[src/utf8v_pkg.sv]
`timescale 1ns / 1ps

package utf8v_pkg;

    localparam int unsigned ByteW  = 8;
    localparam int unsigned CountW = 8;
    localparam int unsigned AccW   = 21;

    localparam logic [CountW-1:0] MaxCharsReset = 8'd64;

    localparam logic [AccW-1:0] Min3Byte    = 21'h000800;
    localparam logic [AccW-1:0] Min4Byte    = 21'h010000;
    localparam logic [AccW-1:0] SurrLow     = 21'h00D800;
    localparam logic [AccW-1:0] SurrHigh    = 21'h00DFFF;
    localparam logic [AccW-1:0] MaxCodePnt  = 21'h10FFFF;

    // continuation counts that tag the length of the open character
    localparam logic [1:0] SeqOne   = 2'd0;
    localparam logic [1:0] SeqTwo   = 2'd1;
    localparam logic [1:0] SeqThree = 2'd2;
    localparam logic [1:0] SeqFour  = 2'd3;

    typedef enum logic [2:0] {
        ERR_NONE  = 3'd0,
        ERR_LEAD  = 3'd1,
        ERR_CONT  = 3'd2,
        ERR_TRUNC = 3'd3,
        ERR_POINT = 3'd4,
        ERR_LONG  = 3'd5
    } err_t;

    typedef struct packed {
        logic [1:0]        pending;
        logic [1:0]        seq_len;
        logic [AccW-1:0]   acc;
        logic [CountW-1:0] count;
        err_t              err;
    } state_t;

    // lowest bit up: string_valid, fail_reason, character_count
    typedef struct packed {
        logic [CountW-1:0] character_count;
        logic [2:0]        fail_reason;
        logic              string_valid;
    } result_t;

    localparam int unsigned ResultW = $bits(result_t);
    localparam int unsigned TdataW  = ((ResultW + 7) / 8) * 8;

endpackage

[src/utf8v_step.sv]
`timescale 1ns / 1ps

module utf8v_step (
    input  utf8v_pkg::state_t              state_cur,
    input  logic [utf8v_pkg::ByteW-1:0]    data_byte,
    input  logic                           byte_present,
    input  logic                           last_byte,
    input  logic [utf8v_pkg::CountW-1:0]   max_chars,
    output utf8v_pkg::state_t              state_next,
    output logic                           result_valid,
    output utf8v_pkg::result_t             result
);

    utf8v_pkg::state_t st;
    logic              do_finish;
    logic              bad_point;

    always_comb begin
        st        = state_cur;
        do_finish = 1'b0;
        bad_point = 1'b0;

        if (byte_present && (state_cur.err == utf8v_pkg::ERR_NONE)) begin
            if (state_cur.pending == 2'd0) begin
                case (data_byte) inside
                    [8'h00:8'h7F]: begin
                        st.seq_len = utf8v_pkg::SeqOne;
                        st.acc     = {13'd0, data_byte};
                        do_finish  = 1'b1;
                    end
                    [8'hC2:8'hDF]: begin
                        st.seq_len = utf8v_pkg::SeqTwo;
                        st.pending = 2'd1;
                        st.acc     = {16'd0, data_byte[4:0]};
                    end
                    [8'hE0:8'hEF]: begin
                        st.seq_len = utf8v_pkg::SeqThree;
                        st.pending = 2'd2;
                        st.acc     = {17'd0, data_byte[3:0]};
                    end
                    [8'hF0:8'hF4]: begin
                        st.seq_len = utf8v_pkg::SeqFour;
                        st.pending = 2'd3;
                        st.acc     = {18'd0, data_byte[2:0]};
                    end
                    default: begin
                        st.err = utf8v_pkg::ERR_LEAD;
                    end
                endcase
            end else if (data_byte[7:6] != 2'b10) begin
                st.err = utf8v_pkg::ERR_CONT;
            end else begin
                st.acc     = {state_cur.acc[utf8v_pkg::AccW-7:0], data_byte[5:0]};
                st.pending = state_cur.pending - 2'd1;
                do_finish  = (state_cur.pending == 2'd1);
            end
        end

        // code point checks once the character is complete
        bad_point = ((st.seq_len == utf8v_pkg::SeqThree) && (st.acc < utf8v_pkg::Min3Byte))
                 || ((st.seq_len == utf8v_pkg::SeqFour) && (st.acc < utf8v_pkg::Min4Byte))
                 || ((st.acc >= utf8v_pkg::SurrLow) && (st.acc <= utf8v_pkg::SurrHigh))
                 || (st.acc > utf8v_pkg::MaxCodePnt);

        if (do_finish) begin
            if (bad_point) begin
                st.err = utf8v_pkg::ERR_POINT;
            end else if (st.count >= max_chars) begin
                st.err = utf8v_pkg::ERR_LONG;
            end else begin
                st.count = st.count + 8'd1;
            end
        end

        if (last_byte && (st.err == utf8v_pkg::ERR_NONE) && (st.pending != 2'd0)) begin
            st.err = utf8v_pkg::ERR_TRUNC;
        end
    end

    assign result_valid           = last_byte;
    assign result.string_valid    = (st.err == utf8v_pkg::ERR_NONE);
    assign result.fail_reason     = st.err;
    assign result.character_count = st.count;

    // a verdict closes the string
    assign state_next = last_byte ? '{pending: 2'd0, seq_len: 2'd0, acc: '0, count: '0,
                                      err: utf8v_pkg::ERR_NONE}
                                  : st;

endmodule

[src/utf8v_out_buf.sv]
`timescale 1ns / 1ps

module utf8v_out_buf (
    input  logic               aclk,
    input  logic               aresetn,
    input  logic               in_valid,
    input  utf8v_pkg::result_t in_data,
    output logic               in_ready,
    output logic               out_valid,
    output utf8v_pkg::result_t out_data,
    input  logic               out_ready
);

    logic               main_valid_reg, main_valid_next;
    utf8v_pkg::result_t main_reg, main_next;
    logic               skid_valid_reg, skid_valid_next;
    utf8v_pkg::result_t skid_reg, skid_next;
    logic               main_free;

    assign main_free = !main_valid_reg || out_ready;

    always_comb begin
        main_valid_next = main_valid_reg;
        main_next       = main_reg;
        skid_valid_next = skid_valid_reg;
        skid_next       = skid_reg;
        if (main_free) begin
            if (skid_valid_reg) begin
                main_valid_next = 1'b1;
                main_next       = skid_reg;
                skid_valid_next = 1'b0;
            end else begin
                main_valid_next = in_valid;
                main_next       = in_data;
            end
        end else if (in_valid) begin
            skid_valid_next = 1'b1;
            skid_next       = in_data;
        end
    end

    always_ff @(posedge aclk) begin
        if (!aresetn) begin
            main_valid_reg <= 1'b0;
            skid_valid_reg <= 1'b0;
        end else begin
            main_valid_reg <= main_valid_next;
            skid_valid_reg <= skid_valid_next;
        end
    end

    always_ff @(posedge aclk) begin
        main_reg <= main_next;
        skid_reg <= skid_next;
    end

    assign in_ready  = !skid_valid_reg;
    assign out_valid = main_valid_reg;
    assign out_data  = main_reg;

endmodule

[src/utf8_validate_with_char_limit_unit.sv]
`timescale 1ns / 1ps

// Strict UTF-8 validator with a character limit. Bytes of a string arrive one per
// transaction on the s_ side, the final one with s_tlast; an empty string is a single
// transaction with s_tuser low (no byte) and s_tlast high. One verdict transaction per
// string comes out on the m_ side: string_valid, fail_reason (0 ok, 1 bad lead,
// 2 bad continuation, 3 truncated, 4 bad code point, 5 too long) and the number of
// characters decoded before the end or the first error. The first error wins and the
// rest of the string is only scanned for its end. Throughput is one byte per clock
// while the result buffer has room: the decode state is updated by one pass of logic
// per byte, and the verdict is registered in the buffer. A two-entry result buffer lets
// input keep flowing while a verdict waits; s_tready drops only when both entries are
// held. max_characters sits at APB address 0 (reset 64) and is to be written only while
// no string is in flight; the block itself does not enforce this.

module utf8_validate_with_char_limit_unit (
    input  logic        aclk,
    input  logic        aresetn,
    // byte input
    input  logic        s_tvalid,
    output logic        s_tready,
    input  logic [7:0]  s_tdata,   // [7:0] data_byte
    input  logic        s_tuser,   // [0] byte_present
    input  logic        s_tlast,   // last_byte
    // verdict output
    output logic        m_tvalid,
    input  logic        m_tready,
    output logic [utf8v_pkg::TdataW-1:0] m_tdata,
        // [0] string_valid, [3:1] fail_reason, [11:4] character_count, rest zero
    // register port
    input  logic        psel,
    input  logic        penable,
    input  logic        pwrite,
    input  logic [2:0]  paddr,
    input  logic [31:0] pwdata,
    output logic [31:0] prdata,
    output logic        pready
);

    logic [utf8v_pkg::CountW-1:0] max_chars_reg;
    utf8v_pkg::state_t            state_reg;
    utf8v_pkg::state_t            state_next;
    logic                         s_xfer;
    logic                         res_valid;
    utf8v_pkg::result_t           res_data;
    logic                         res_ready;
    utf8v_pkg::result_t           out_data;
    logic                         cfg_wr;

    // ---- register port ----
    assign pready = 1'b1;
    assign cfg_wr = psel && penable && pwrite && (paddr[2] == 1'b0);
    assign prdata = (paddr[2] == 1'b0) ? {24'd0, max_chars_reg} : 32'd0;

    always_ff @(posedge aclk) begin
        if (!aresetn) begin
            max_chars_reg <= utf8v_pkg::MaxCharsReset;
        end else if (cfg_wr) begin
            max_chars_reg <= pwdata[7:0];
        end
    end

    // ---- per-byte decode ----
    assign s_tready = res_ready;
    assign s_xfer   = s_tvalid && s_tready;

    utf8v_step u_step (
        .state_cur    (state_reg),
        .data_byte    (s_tdata),
        .byte_present (s_tuser),
        .last_byte    (s_tlast),
        .max_chars    (max_chars_reg),
        .state_next   (state_next),
        .result_valid (res_valid),
        .result       (res_data)
    );

    // decode state only moves on an accepted transaction
    always_ff @(posedge aclk) begin
        if (!aresetn) begin
            state_reg <= '{pending: 2'd0, seq_len: 2'd0, acc: '0, count: '0,
                           err: utf8v_pkg::ERR_NONE};
        end else if (s_xfer) begin
            state_reg <= state_next;
        end
    end

    // ---- verdict buffer ----
    utf8v_out_buf u_out (
        .aclk      (aclk),
        .aresetn   (aresetn),
        .in_valid  (s_xfer && res_valid),
        .in_data   (res_data),
        .in_ready  (res_ready),
        .out_valid (m_tvalid),
        .out_data  (out_data),
        .out_ready (m_tready)
    );

    assign m_tdata = {{(utf8v_pkg::TdataW - utf8v_pkg::ResultW){1'b0}}, out_data};

`ifndef SYNTHESIS
    // after a string end m_tvalid is high on the next cycle, possibly with an older verdict
    assert property (@(posedge aclk) disable iff (!aresetn)
        (s_tvalid && s_tready && s_tlast) |=> m_tvalid)
        else $error("verdict missing after string end");

    // a verdict leaves the decoder clean for the next string
    assert property (@(posedge aclk) disable iff (!aresetn)
        (s_tvalid && s_tready && s_tlast) |=>
            (state_reg.err == utf8v_pkg::ERR_NONE) && (state_reg.pending == 2'd0)
            && (state_reg.count == '0))
        else $error("decode state not cleared after verdict");

    // the first error sticks until the string ends
    assert property (@(posedge aclk) disable iff (!aresetn)
        ((state_reg.err != utf8v_pkg::ERR_NONE) && !(s_tvalid && s_tready && s_tlast))
            |=> (state_reg.err == $past(state_reg.err)))
        else $error("first error overwritten mid-string");

    // pending continuations never exceed the length of the open character
    assert property (@(posedge aclk) disable iff (!aresetn)
        state_reg.pending <= state_reg.seq_len)
        else $error("pending continuation count out of range");
`endif

endmodule

[config.mk]
export PLATFORM = sky130hd
export DESIGN_NAME = utf8_validate_with_char_limit_unit
export DESIGN_NICKNAME = d
export VERILOG_FILES = /design/src/utf8v_pkg.sv /design/src/utf8v_step.sv /design/src/utf8v_out_buf.sv /design/src/utf8_validate_with_char_limit_unit.sv
export SDC_FILE = /design/constraint.sdc
export NUM_CORES = 1
export LEC_CHECK = 0
export BUFFER_PORTS_ARGS = -buffer_cell sky130_fd_sc_hd__buf_2
export CAP_MARGIN = 20
export CORE_UTILIZATION = 53
export DETAILED_ROUTE_END_ITERATION = 10
export PLACE_DENSITY = 0.81
export REMOVE_ABC_BUFFERS = 1
export SLEW_MARGIN = 10
export SYNTH_ARGS = -nofsm -noshare
export SYNTH_HDL_FRONTEND = slang
export SYNTH_SLANG_ARGS = --single-unit
[constraint.sdc]
create_clock -name aclk -period 3.7 [get_ports aclk]
set_clock_uncertainty 0.1 [all_clocks]
set_input_delay 0.74 -clock aclk [delete_from_list [all_inputs] [get_ports aclk]]
set_output_delay 0.74 -clock aclk [all_outputs]
set_load 0.02 [all_outputs]
==> impl_metrics.toml <==
[power_and_ir_drop]
vdd_drop_max_mv = 0.177
total_power_mw = 1.69
pwr_density_cell_nw_per_um2 = 382
cellLeakagePower_nw = 1.84

[timing]
rsz0062_at_grt = "no"
finalSetupViolations = 0
drv_slew = 0
hold_viol = 0
fmax_mhz = 295
post-route-period-util_pct = 91.8
min_period_ns = 3.40
setup-tns-final_ns = 0
max_slew_margin_pct = 53.7
worstMarginPinSlew_ns = 0.688

[cts]
cts_setup_buffers = 0
tritoncts = "done"
ctsHoldBuffers = 0
clock-sinks = 70
postCtsResizedCells = 0
clk_path_buf_depth = 2
worstSkewPairLatency_ns = 0.35
cts_buffers = 9
cts.clk_slew.worst_paths_ns = 0.08
htreeDepth = 3
cts_root_buffer = "clkbuf_8"

[setup_path]
reg2reg_depth = 10
cp.required_ns = 3.71
endpoint_kind = "flip-flop"
cp_max_fo = 10
crit_type = "flip-flop to flip-flop"
start_kind = "flip-flop"
arrival_ns = 3.40

[routing]
avgRoutedWirePerCell_um = 14.1
vias = 3260
via_per_inst = 5.59
ant_nets = 0
drc = 0
drtIter0Drc = 205
first_pass_iters = 5
routed_wl_mm = 8.23

[logic_synthesis]
synthDistinctLibCells = 63
synthTopCellsByArea = "dfxtp_1 23%, edfxtp_1 18%, buf_4 5.7%"
synth_area_per_cell_sq_um = 9.18
synth_edf_count = 24
synthTopCellsByCount = "51 x nor2_1, 46 x dfxtp_1, 35 x nand2_1"
yosysTopAreaCell = "dfxtp_1"
yosysMostFrequentCell = "nor2_1"
synth_seq_cells = 70
postSynth.asyncResetShare_pct = 0
syn_area_sq_um = 3930
yosysWarnings = 0
yosysSeqAreaShare_pct = 41.8
yosysTopAreaCellShare_pct = 23.4
synthCells = 428
synth_flop_cell = "dfxtp_1"

[run_status]
status = "complete, no violations"

[die]
design.core.area_sq_um = 7210
rows = 31
start_util_pct = 54.5
ios = 103
die_y_um = 88.1
die_w_um = 88.1
die-area_sq_um = 7760

[hold_path]
whs_path_depth = 2
hold_class = "flip-flop to flip-flop"

[layout]
nNetsFinal = 542
num_antenna_cells = 0
design_area_sq_um = 4430
instances_no_fill = 583
largest_reg_flops = 36
drive_gt1_share_pct = 21.5
syn2layout_area_growth_pct = 12.6

[global_routing]
grt_pass1_vias = 2879
met2_usage_pct = 36.0
use_met1_pct = 29.7
grt_pass1_wl_mm = 13.4
grt_max_degree = 34
met3_usage_pct = 3.49
gr-total-overflow = 0
grt.total_usage_pct = 22.4
antenna_found_initial = 0
busiest_layer = "met2"

[place]
dp.cells = 567
dpl_cell_area_sq_um = 4210
io_buffers = 47
gp_congestion = 0.901
dpl.hpwl_mm = 5.78

[job]
max-cap-violations = 0
stage by stage:
| step | setup WS [ns] | util [%] | hold WS (ns) |
|---|---|---|---|
| floorplan | 0.408 | - | 0.336 |
| global placement | 0.171 | 58.3 | 0.342 |
| detailed placement | 0.0900 | 58.3 | 0.347 |
| CTS | 0.307 | 61.3 | 0.359 |
| global route | 0.115 | 61.3 | 0.374 |
| finish | 0.305 | 61.3 | 0.359 |
layer usage:
layer / wire (um) / vias to the layer above
met3: 342 / 19
met1: 3860 / 1541
li1: - / 1595
met4: 179 / 0
met5: 0 / -
met2: 3850 / 105
final timing paths:
path                            startpoint                             to  slack, ns
min reg2reg  max_chars_reg[2]$_SDFFE_PN0P_  max_chars_reg[2]$_SDFFE_PN0P_       0.36
min          max_chars_reg[2]$_SDFFE_PN0P_  max_chars_reg[2]$_SDFFE_PN0P_       0.36
max             state_reg[34]$_SDFFE_PN0P_    u_out.out_data[5]$_DFFE_PP_       0.30
max reg2reg     state_reg[34]$_SDFFE_PN0P_    u_out.out_data[5]$_DFFE_PP_       0.30
kinds of logic (layout without fill, tap and decap cells):
logic type	after synthesis	after routing	synth area share (%)
XOR/XNOR	7	7	1.56
adder cells (fa/ha/maj)	11	11	3.50
AO/OA/AOI/OAI	105	105	18.7
flip-flops	70	70	41.8
AND/OR/NAND/NOR	154	154	21.2
multiplexers	13	13	3.82
buffers and inverters	66	95	9.26
other	2	29	0.191
area by class of cell:
class	instances	area [sq um]
Clock buffer	9	124
Inverter	16	60.1
Timing Repair Buffer	63	355
Sequential cell	70	1640
Fill cell	636	2790
Multi-Input combinational cell	319	2030
Tap cell	99	124
Clock inverter	7	95.1
report_power, final:
group	total [mW]	switching [mW]	internal, mW
Clock	0.683	0.301	0.382
Combinational	0.190	0.131	0.0583
Sequential	0.817	0.00619	0.810
layout by cell type (no fill, tap or decap), types with 4 or more instances in the layout:
cell and n:
a31oi_1 7, edfxtp_1 24, clkbuf_8 9, o21ai_0 16, nor2_1 51, nand4_1 4, conb_1 29, or3_1 4
and3_1 5, a21oi_1 25, nand3_1 8, nor2b_1 6, inv_1 16, buf_2 47, mux2_2 8, ha_1 11
o211ai_1 4, buf_4 16, dfxtp_1 46, xor2_1 6, nor3b_2 4, o21a_1 4, a22oi_1 17, nand4b_1 4
nand2b_1 8, a32oi_1 9, nor3_1 6, nand2_1 35
critical path, cell delays in order (launching register included):
cell and delay, ns:
dfxtp_1 0.41, inv_1 0.06, ha_1 0.25, nor3b_2 0.36, a31oi_1 0.13, a2111oi_0 0.52
nand4_2 0.23, a21oi_4 0.38, nor2_2 0.12, mux2_4 0.33, mux2_4 0.26
(Power assumes the default switching activity.)
